<file path="config.mk">
export PLATFORM = sky130hd
export DESIGN_NAME = xpg_ctrl
export DESIGN_NICKNAME = d
export VERILOG_FILES = /design/src/rtl/core/xpg_pkg.sv /design/src/rtl/core/xpg_ctrl.sv
export SDC_FILE = /design/constraint.sdc
export NUM_CORES = 1
export LEC_CHECK = 0
export BUFFER_PORTS_ARGS = -buffer_cell sky130_fd_sc_hd__buf_2
export CORE_AREA = 2 2 39 41
export CTS_CLUSTER_SIZE = 10
export DETAILED_ROUTE_END_ITERATION = 7
export DIE_AREA = 0 0 41 43
export SLEW_MARGIN = 0
export SYNTH_ARGS = -nofsm -noshare
export SYNTH_HDL_FRONTEND = slang
export SYNTH_SLANG_ARGS = --single-unit
</file>
<file path="constraint.sdc">
create_clock -name clk -period 0.8 [get_ports clk]
set_input_delay 0 -clock clk [delete_from_list [all_inputs] [get_ports clk]]
set_output_delay 0 -clock clk [all_outputs]
set_load 0.03 [all_outputs]
</file>
<file path="src/rtl/core/xpg_pkg.sv">
// Package for the XOR parity group FEC encoder.
// Holds shared widths, result kind codes, the controller state type and the
// command and status structs; no dependencies.
`default_nettype none
package xpg_pkg;
  localparam int MaxPayload = 2048;
  localparam int LenW = 12;

  typedef enum logic [1:0] {
    KIND_ACCEPT = 2'd0,
    KIND_HEADER = 2'd1,
    KIND_PARITY = 2'd2,
    KIND_REJECT = 2'd3
  } kind_t;

  typedef enum logic [2:0] {
    ST_IDLE,
    ST_DIV,
    ST_READ,
    ST_WRITE,
    ST_OUT
  } state_t;

  localparam logic [1:0] REG_ENABLE = 2'd0;
  localparam logic [1:0] REG_GSIZE  = 2'd1;
  localparam logic [1:0] REG_MINGS  = 2'd2;

  typedef struct packed {
    logic start;      // latch input item, classify it
    logic div_step;   // one restoring division step
    logic mem_read;   // issue store read for the current item
    logic mem_write;  // finish the item: write store, update state, form result
  } cmd_t;

  typedef struct packed {
    logic need_div;   // item opens a frame and needs the group count
    logic need_mem;   // item touches the parity store
    logic div_done;
  } status_t;
endpackage
`default_nettype wire

</file>
<file path="src/rtl/core/xpg_ctrl.sv">
// Controller of the XOR parity group FEC encoder.
// Sequences each item through division, store read and update; uses xpg_pkg.
`default_nettype none
module xpg_ctrl (
  input  wire logic             clk,
  input  wire logic             rst,
  input  wire logic             in_valid,
  output logic                  in_ready,
  output logic                  out_valid,
  input  wire logic             out_ready,
  input  wire xpg_pkg::status_t status,
  output xpg_pkg::cmd_t         cmd
);
  xpg_pkg::state_t state, state_next;

  always_ff @(posedge clk) begin
    if (rst) begin
      state <= xpg_pkg::ST_IDLE;
    end else begin
      state <= state_next;
    end
  end

  always_comb begin
    state_next = state;
    cmd = '0;
    in_ready = 1'b0;
    out_valid = 1'b0;
    case (state)
      xpg_pkg::ST_IDLE: begin
        in_ready = 1'b1;
        if (in_valid) begin
          cmd.start = 1'b1;
          state_next = xpg_pkg::ST_DIV;
        end
      end
      xpg_pkg::ST_DIV: begin
        if (status.need_div && !status.div_done) begin
          cmd.div_step = 1'b1;
        end else begin
          if (status.need_mem) begin
            cmd.mem_read = 1'b1;
          end
          state_next = xpg_pkg::ST_WRITE;
        end
      end
      xpg_pkg::ST_WRITE: begin
        cmd.mem_write = 1'b1;
        state_next = xpg_pkg::ST_OUT;
      end
      xpg_pkg::ST_OUT: begin
        out_valid = 1'b1;
        if (out_ready) begin
          state_next = xpg_pkg::ST_IDLE;
        end
      end
      default: state_next = xpg_pkg::ST_IDLE;
    endcase
  end
endmodule
`default_nettype wire

</file>
==> flow_summary_export.csv, run 1 <==
group,metric,value,unit
global_route,grt_max_degree,8,
power_and_ir_drop,power_density,1540,nW/um2
layout,fin_nets,43,
layout,largest_registers,"state (3)",
power_and_ir_drop,p_sw_share,28.3,%
clock_network,clock-sinks,3,
global_route,grt_antenna_before_repair,0,
worst_hold_path,hp-class,"input port to flip-flop",
synth,synth_seq_area_share,37.2,%
routing,wl_per_cell,8.55,um
global_route,grt_overflow,0,
routing,routed_wl,436,um
power_and_ir_drop,power.switching,0.000166,W
worst_setup_path,cpMaxStageDelayCell,"dfxtp_4",
worst_setup_path,worstSetupEndpointType,"output pin",
global_route,grt_pass1_wl,703,um
power_and_ir_drop,clockPowerShare,45.3,%
global_route,grt_usage,6.62,%
run_status,failed_checks,"negative setup slack",
layout,design_area,382,um2
synth,synth_area_per_cell,9.49,um2
clock_network,clockBufferDepth,2,
die,row_count,14,
layout,largest_register_ffs,3,
power_and_ir_drop,intPower,0.000421,W
worst_setup_path,cpPeakStageDelay,0.36,ns
sta,setup_viol,8,
sta,fin_crit_sh,135,%
synth,synth_cell_types,13,
sta,final_max_slew_viol_count,0,
worst_setup_path,crit_chain,"buf_12, nor3b_4, buf_6",
die,design.core.area,1380,um2
routing,viasPerCell,3.88,
sta,rsz0062_at_grt,"yes",
clock_network,ctsHtreeMaxLevel,1,
synth,synth_area_leaders,"dfxtp_1, and4bb_2, nor3b_2",
die,die_h,43,um
die,start_util,11.7,%
place,portBuffers,12,
global_route,grt_pass1_vias,197,
power_and_ir_drop,seqPwrFrac,29.6,%
run_status,run_status,"finished with violations",
sta,hold_violations,0,
worst_setup_path,crit_fanout,3,
sta,fmax,927,MHz
sta,finalCriticalPeriod,1.08,ns
worst_setup_path,worstPathArrival,1.08,ns
layout,synthToLayoutAreaGrowth,136,%
sta,finClkSkew,0.000313,ns
place,dpl.hpwl,322,um
routing,drc,0,
place,place_congestion,0.513,
place,dp.cells,46,
clock_network,numCtsBuffers,3,
sta,worst_pin_slew,0.203,ns
clock_network,clk_pin_slew,0.04,ns
synth,syn_area,161,um2
die,dieArea,1760,um2
place,place_area,282,um2
synth,ys_seq_elements,3,
layout,final_cell_mix,"buf_2, buf_6, clkbuf_4, dfxtp_4",
die,die_x,41,um
layout,largest-register,"state",
worst_setup_path,path_delay_family,"flip-flops",
routing,drt_iter0_markers,0,
worst_setup_path,cp-start-kind,"flip-flop",
synth,syn_inst,17,
routing,drt_first_pass_iters,1,
clock_network,cts_tree,"done",
power_and_ir_drop,p_comb_share,25.1,%
layout,layout-drive-gt1-share,77.1,%
synth,syn_nets,24,
routing,num_vias,198,
run,maxCapViolCount,0,
synth,yosys.area.top_type,"dfxtp_1",
power_and_ir_drop,static-leakage-power,0.169,nW
die,io_pins,13,
power_and_ir_drop,ir_drop,0.000344,V
sta,fin_ws,-0.278,ns
synth,yosysWarnings,0,
routing,final_antenna_net_count,0,
worst_setup_path,critical_path_class,"flip-flop to output pin",
layout,layout.cells.non_filler,51,
clock_network,clkLatencyLatePin,0.23,ns
sta,relSlewSlack,86.4,%
synth,synthDominantCellAreaShare,37.2,%
layout,num_antenna_cells,0,
worst_setup_path,critPathBufInv,2,
worst_setup_path,cp_data_required_time,0.80,ns
clock_network,root_buffer,"clkbuf_4",
## synthesized netlist by cell type
cell,instances
and2_1,1
and3_1,1
and4b_1,1
and4bb_2,1
dfxtp_1,3
inv_1,1
nand3b_1,1
nor2_1,3
nor2b_1,1
nor3_2,1
nor3b_2,1
nor4_1,1
o2bb2ai_1,1
## timing repair
action                                 4_1_cts  5_1_grt
setup endpoints to repair                    8        9
pin swaps                                    2        2
endpoints found under the hold margin        2        0
hold buffers                                 1        0
gates resized for setup                     13        6
buffers inserted                             1        0
## power groups by stage
stage          clock network (W)  logic [W]  registers (W)
2_1_floorplan                  0  0.0000727       0.000178
3_3_place_gp                   0   0.000119       0.000180
3_5_place_dp                   0   0.000119       0.000180
4_1_cts                 0.000283   0.000145       0.000175
5_1_grt                 0.000294   0.000159       0.000176
6_report                0.000265   0.000147       0.000173
## logic make-up (layout without fill, tap and decap cells)
kind of cell	Yosys count	count (layout)	synth area share (%)
buf+inv	1	19	2.32
simple gates	12	12	55.0
flops	3	3	37.2
compound gates	1	1	5.43
## worst paths after layout
path	start	to	slack, ns	depth (start not counted)
max reg2reg	state[1]	state[2]	-0.18	4
min	out_ready	state[2]	0.03	3
min reg2reg	state[2]	state[0]	0.48	1
max	state[1]	out_valid	-0.28	3
## per-layer routing
metal | routed length (um) | GRT usage, %
met1 | 138 | 5.45
met4 | 6 | 8.00
met2 | 258 | 9.69
met3 | 34 | 3.14
met5 | 0 | 0
## layout make-up
cell class	count	area (um2)
Multi-Input combinational cell	13	134
Tap cell	16	20.0
Timing Repair Buffer	14	126
Inverter	1	3.75
Sequential cell	3	71.3
Fill cell	154	1000
Clock buffer	4	26.3
## per-stage QoR
| step | power, W | hold slack (ns) | setup WS (ns) | TNS [ns] | util [%] |
|---|---|---|---|---|---|
| after floorplan | 0.000251 | 0.0696 | -0.158 | -0.319 | - |
| after global placement | 0.000298 | 0.211 | -0.0805 | -0.249 | 20.3 |
| after detailed placement | 0.000299 | 0.219 | -0.0807 | -0.307 | 20.3 |
| after CTS | 0.000602 | 0.0141 | -0.278 | -1.73 | 26.5 |
| after global routing | 0.000629 | 0.0426 | -0.332 | -2.04 | 27.6 |
| final | 0.000586 | 0.0271 | -0.278 | -1.62 | 27.6 |
## worst reg2reg max path, stage by stage, from the launching register on
cell and delay (ns):
dfxtp_4 0.36, buf_12 0.13, nor3b_4 0.20, buf_4 0.14, o2bb2ai_2 0.08
(Power assumes the default switching activity.)
==> inputs of run 2 (changes only) <==
--- a/config.mk
+++ b/config.mk
@@ -7,6 +7,7 @@
 export LEC_CHECK = 0
 export BUFFER_PORTS_ARGS = -buffer_cell sky130_fd_sc_hd__buf_2
 export CORE_AREA = 2 2 39 41
+export CTS_BUF_LIST = sky130_fd_sc_hd__clkbuf_8
 export CTS_CLUSTER_SIZE = 10
 export DETAILED_ROUTE_END_ITERATION = 7
 export DIE_AREA = 0 0 41 43
==> run 2 against run 1 <==
Compared with the run above:
- non-clock buffer count stayed put
- the flow still finishes with violations (negative setup slack)
- sequential power about the same
- routed wire length up 4.8%
- via count unchanged
- first-iteration DRC count increased by 3
- critical endpoint unchanged
- largest cell class is now non-clock buffers
==> flow_summary_export.csv, run 2 (same netlist as run 1, synthesis figures left out) <==
group,metric,value,unit
place,dpl.hpwl,322,um
worst_setup_path,cp-start-kind,"flip-flop",
place,dp.cells,46,
routing,wl_per_cell,8.96,um
die,dieArea,1760,um2
power_and_ir_drop,power_density,1910,nW/um2
place,place_congestion,0.513,
power_and_ir_drop,power.switching,0.000183,W
worst_setup_path,worstSetupEndpointType,"output pin",
power_and_ir_drop,intPower,0.000559,W
clock_network,clockBufferDepth,2,
layout,layout.cells.non_filler,51,
global_route,grt_pass1_wl,821,um
worst_setup_path,r2r_cells,4,
layout,layout-drive-gt1-share,71.4,%
sta,hold_violations,0,
worst_setup_path,worstPathArrival,1.06,ns
clock_network,root_buffer,"clkbuf_8",
sta,final_max_slew_viol_count,0,
die,start_util,11.7,%
routing,drt_first_pass_iters,2,
layout,final_cell_mix,"buf_2, buf_6, clkbuf_8, dfxtp_4",
clock_network,numCtsBuffers,3,
global_route,grt_overflow,0,
global_route,grt_pass1_vias,213,
routing,drc,0,
run_status,run_status,"finished with violations",
die,die_x,41,um
layout,largest_registers,"state (3)",
clock_network,clk_pin_slew,0.03,ns
layout,multi_input_area,121,um2
worst_setup_path,cp_data_required_time,0.80,ns
global_route,grt_antenna_before_repair,0,
clock_network,cts_tree,"done",
layout,fin_nets,43,
die,die_h,43,um
routing,drt_iter0_markers,3,
layout,num_antenna_cells,0,
worst_setup_path,regToRegEndpoint,"state[2]",
global_route,grt_max_degree,8,
worst_hold_path,whs_path_depth,3,
power_and_ir_drop,p_sw_share,24.6,%
sta,setup_viol,8,
die,design.core.area,1380,um2
power_and_ir_drop,p_comb_share,19.3,%
layout,register_area,71.3,um2
sta,fin_ws,-0.257,ns
worst_hold_path,hp-class,"input port to flip-flop",
routing,final_antenna_net_count,0,
layout,nFillCells,154,
clock_network,clkLatencyLatePin,0.21,ns
sta,fin_crit_sh,132,%
routing,viasPerCell,3.88,
routing,routed_wl,457,um
power_and_ir_drop,static-leakage-power,0.178,nW
worst_setup_path,cpMaxStageDelayCell,"dfxtp_4",
sta,relSlewSlack,83.5,%
die,io_pins,13,
worst_setup_path,crit_chain,"buf_12, nor3b_4, buf_6",
sta,hold_slack,0.0397,ns
layout,fin_util,28.0,%
sta,worst_pin_slew,0.245,ns
global_route,grt_usage,7.72,%
sta,finalCriticalPeriod,1.06,ns
layout,synthToLayoutAreaGrowth,140,%
sta,rsz0062_at_grt,"yes",
layout,largest_register_ffs,3,
clock_network,ctsHtreeMaxLevel,1,
routing,num_vias,198,
worst_setup_path,cpPeakStageDelay,0.36,ns
worst_setup_path,critical_path_class,"flip-flop to output pin",
worst_hold_path,worstHoldStart,"out_ready",
run_status,failed_checks,"negative setup slack",
worst_setup_path,reg2reg_from,"state[1]",
die,row_count,14,
power_and_ir_drop,clockPowerShare,57.2,%
sta,finClkSkew,0.000505,ns
power_and_ir_drop,ir_drop,0.000442,V
sta,fmax,946,MHz
power_and_ir_drop,seqPwrFrac,23.5,%
place,portBuffers,12,
clock_network,clock-sinks,3,
run,maxCapViolCount,0,
worst_hold_path,holdPathEnd,"state[2]",
worst_setup_path,r2r_slack,-0.19,ns
layout,largest-register,"state",
worst_setup_path,crit_fanout,3,
-- run 2: critical path: cells and delay by family (launching register included) --
family                 cells  cell delay (ns)
buffers and inverters      2             0.29
DFF                        1             0.36
and+or+nand+nor            1             0.19
-- run 2: repair_timing --
action,4_1_cts,5_1_grt
setup buffers,1,0
pin swaps,2,2
gates cloned,0,0
setup endpoints to repair,8,9
hold buffers,1,0
endpoints found under the hold margin,1,0
resized for setup,12,5
-- run 2: power groups by stage --
| stage | Sequential, W | Clock, W | Combinational (W) |
|---|---|---|---|
| floorplan | 0.000178 | 0 | 0.0000727 |
| global placement | 0.000180 | 0 | 0.000119 |
| detailed placement | 0.000180 | 0 | 0.000119 |
| CTS | 0.000175 | 0.000440 | 0.000142 |
| global route | 0.000176 | 0.000467 | 0.000155 |
| finish | 0.000174 | 0.000424 | 0.000143 |
-- run 2: area by class of cell --
| type | count | area share, % |
|---|---|---|
| repair buffers | 14 | 32.6 |
| multi-input cells | 13 | 31.3 |
| flip-flops and latches | 3 | 18.4 |
| clock buffers | 3 | 10.6 |
| well taps | 16 | 5.16 |
| clock inverters | 1 | 0.968 |
| inverters | 1 | 0.968 |
-- run 2: layer usage --
metal / vias to the layer above / global-route usage [%] / wire length, um
met5: - / 0 / 0
met4: 0 / 8.00 / 6
met3: 2 / 4.71 / 34
met2: 7 / 11.3 / 273
met1: 89 / 6.41 / 143
li1: 100 / - / -
-- run 2: metrics by stage --
| stage | total power, W | cell area, um2 | setup WS, ns | TNS [ns] |
|---|---|---|---|---|
| 3_3_place_gp | 0.000298 | 282 | -0.0805 | -0.249 |
| 2_1_floorplan | 0.000251 | 181 | -0.158 | -0.319 |
| 4_1_cts | 0.000757 | 379 | -0.252 | -1.59 |
| 3_5_place_dp | 0.000299 | 282 | -0.0807 | -0.307 |
| 6_report | 0.000741 | 388 | -0.257 | -1.52 |
| 5_1_grt | 0.000798 | 388 | -0.306 | -1.94 |
-- run 2: worst max path at each step --
stage / to / slack, ns / depth (start not counted) / startpoint
floorplan: cmd[3] / -0.16 / 2 / state[2]
global placement: cmd[1] / -0.08 / 3 / state[1]
detailed placement: cmd[1] / -0.08 / 3 / state[1]
CTS: cmd[0] / -0.25 / 4 / state[1]
global route: out_valid / -0.31 / 3 / state[1]
finish: out_valid / -0.26 / 3 / state[1]
==> inputs of run 3 (changes only) <==
--- a/config.mk
+++ b/config.mk
@@ -5,6 +5,7 @@
 export SDC_FILE = /design/constraint.sdc
 export NUM_CORES = 1
 export LEC_CHECK = 0
+export ABC_AREA = 1
 export BUFFER_PORTS_ARGS = -buffer_cell sky130_fd_sc_hd__buf_2
 export CORE_AREA = 2 2 39 41
 export CTS_BUF_LIST = sky130_fd_sc_hd__clkbuf_8
==> run 3 against run 2 <==
Compared with the run above:
- the run still ends with negative setup slack left
- first-iteration DRC count is 33% lower
- via count up 31%
- global-route usage decreased by 0.31 points
- count of clock-buffer cells in the layout unchanged
- fmax is 6.9% lower
- combinational power is 140% higher
- critical endpoint is now cmd[1]
- largest cell class is now multi-input combinational cells
- largest power group unchanged
==> flow_summary_export.csv, run 3 <==
group,metric,value,unit
run_status,run_status,"finished with violations",
run_status,failed_checks,"negative setup slack",
routing,wl_per_cell,7.42,um
die,row_count,14,
sta,fmax,881,MHz
sta,hold_slack,0.107,ns
power_and_ir_drop,static-leakage-power,0.251,nW
layout,largest_registers,"state (3)",
global_route,grt_usage,7.41,%
clock_network,clkLatencyLatePin,0.21,ns
sta,fin_ws,-0.335,ns
global_route,grt_pass1_vias,228,
synth,yosysWarnings,0,
power_and_ir_drop,p_sw_share,31.2,%
routing,routed_wl,527,um
sta,relSlewSlack,80.7,%
power_and_ir_drop,power.switching,0.000300,W
worst_hold_path,hp-class,"input port to flip-flop",
sta,setup_viol,8,
power_and_ir_drop,seqPwrFrac,20.0,%
layout,largest_register_ffs,3,
synth,synth_ff_type,"dfxtp_1",
sta,rsz0062_at_grt,"yes",
routing,drc,0,
clock_network,root_buffer,"clkbuf_8",
power_and_ir_drop,power_density,2020,nW/um2
global_route,grt_max_degree,6,
place,place_area,347,um2
clock_network,clockBufferDepth,2,
sta,hold_violations,0,
worst_setup_path,crit_fanout,5,
synth,syn_area,199,um2
layout,num_antenna_cells,0,
synth,ys_top_cells_by_count,"inv_1, nand2_1, nand3_1, nor2_1, dfxtp_1",
place,dpl.hpwl,391,um
layout,fin_util,34.3,%
layout,multi_input_area,154,um2
power_and_ir_drop,p_comb_share,36.1,%
layout,final_cell_mix,"buf_4, inv_1, buf_2",
worst_setup_path,worstPathArrival,1.14,ns
layout,register_area,68.8,um2
synth,synth_area_leaders,"dfxtp_1, inv_1, nand3_1",
worst_setup_path,cp_data_required_time,0.80,ns
global_route,grt_pass1_wl,834,um
worst_setup_path,r2r_cells,7,
routing,drt_iter0_markers,2,
clock_network,clock-sinks,3,
sta,final_max_slew_viol_count,0,
power_and_ir_drop,ir_drop,0.000482,V
worst_setup_path,worstSetupEndpointType,"output pin",
sta,worst_pin_slew,0.289,ns
clock_network,numCtsBuffers,3,
layout,layout-drive-gt1-share,69.1,%
synth,ys_seq_elements,3,
place,place_congestion,0.708,
clock_network,clk_pin_slew,0.03,ns
synth,synth_cell_types,12,
synth,synth_enable_flop_cells,0,
synth,syn_nets,38,
sta,fin_crit_sh,142,%
sta,finClkSkew,0.000157,ns
global_route,grt_antenna_before_repair,0,
layout,design_area,474,um2
power_and_ir_drop,clockPowerShare,44.0,%
synth,synthDominantCellAreaShare,30.2,%
clock_network,cts_tree,"done",
worst_setup_path,cp-start-kind,"flip-flop",
clock_network,ctsHtreeMaxLevel,1,
layout,fin_nets,63,
die,start_util,14.4,%
synth,synth_area_per_cell,6.42,um2
run,maxCapViolCount,0,
layout,final_common_cell,"buf_4",
synth,async_reset_ff_share,0,%
die,die_x,41,um
die,design.core.area,1380,um2
power_and_ir_drop,intPower,0.000661,W
synth,yosys.area.top_type,"dfxtp_1",
layout,synthToLayoutAreaGrowth,138,%
die,io_pins,13,
synth,synth.most_common_cell,"inv_1",
routing,drt_first_pass_iters,4,
worst_hold_path,whs_path_depth,4,
sta,finalCriticalPeriod,1.14,ns
routing,final_antenna_net_count,0,
die,dieArea,1760,um2
routing,viasPerCell,3.65,
worst_setup_path,critical_path_class,"flip-flop to output pin",
synth,synth_seq_area_share,30.2,%
routing,num_vias,259,
layout,nFillCells,151,
synth,syn_inst,31,
die,die_h,43,um
layout,largest-register,"state",
place,portBuffers,12,
global_route,grt_overflow,0,
==> run 3: cell types whose count changed in the layout (fill, tap and decap cells not counted), sizes merged, moves of 3 or more <==
| cell | previous run | this run |
|---|---|---|
| nand3 | 0 | 5 |
| inv | 2 | 10 |
| nand2 | 0 | 4 |
| nor2 | 3 | 6 |
| buf | 13 | 19 |
==> run 3: logic make-up (layout without fill, tap and decap cells) <==
kind of cell	Yosys count	count (layout)	share of synthesized area (%)
AND/OR/NAND/NOR	18	18	50.3
AO/OA/AOI/OAI	1	1	2.51
buffers and inverters	9	33	17.0
flip-flops	3	3	30.2
==> run 3: final timing paths <==
kind	slack, ns	startpoint	end
worst max register to register	-0.23	state[2]	state[0]
worst max-delay path	-0.34	state[2]	cmd[1]
worst min register to register	0.56	state[2]	state[2]
worst min-delay path	0.11	out_ready	state[2]
==> run 3: stage by stage <==
stage | cells | TNS (ns) | power (W) | setup WS (ns)
detailed placement | 63 | -0.682 | 0.000466 | -0.168
global route | 71 | -2.20 | 0.00102 | -0.373
finish | 71 | -1.82 | 0.000960 | -0.335
global placement | 63 | -0.642 | 0.000463 | -0.164
CTS | 70 | -1.87 | 0.000976 | -0.337
floorplan | 31 | -0.265 | 0.000368 | -0.122
==> run 3: what timing repair did <==
item | 4_1_cts | 5_1_grt
hold buffers | 1 | 0
pin swaps | 4 | 2
resized for setup | 15 | 1
endpoints found under the setup margin | 8 | 8
gates cloned | 0 | 0
buffers inserted | 2 | 1
endpoints found under the hold margin | 2 | 0
==> run 3: worst max-delay path, cell delays in order (launching register included) <==
cell     delay (ns)
dfxtp_2        0.33
nor2_4         0.17
nand2_2        0.10
nor3b_4        0.18
buf_6          0.15
==> run 3: final cells by class <==
class                   count  share of cell area, %
multi-input cells          19                   32.5
repair buffers             20                   32.2
flip-flops and latches      3                   14.5
clock buffers               3                   8.71
inverters                   9                   7.12
well taps                  16                   4.22
clock inverters             1                  0.792
==> run 3: routing by layer <==
metal / global-route usage, % / up-vias / routed length (um)
met2: 10.0 / 6 / 277
met3: 1.57 / 0 / 19
li1: - / 140 / -
met4: 8.00 / 0 / 0
met1: 8.63 / 113 / 229
met5: 0 / - / 0
==> run 3: power by group through the flow <==
stage          combinational [W]  sequential [W]  clock (W)
2_1_floorplan           0.000175        0.000193          0
6_report                0.000346        0.000192   0.000422
4_1_cts                 0.000341        0.000193   0.000442
5_1_grt                 0.000375        0.000194   0.000451
3_5_place_dp            0.000272        0.000194          0
3_3_place_gp            0.000270        0.000193          0
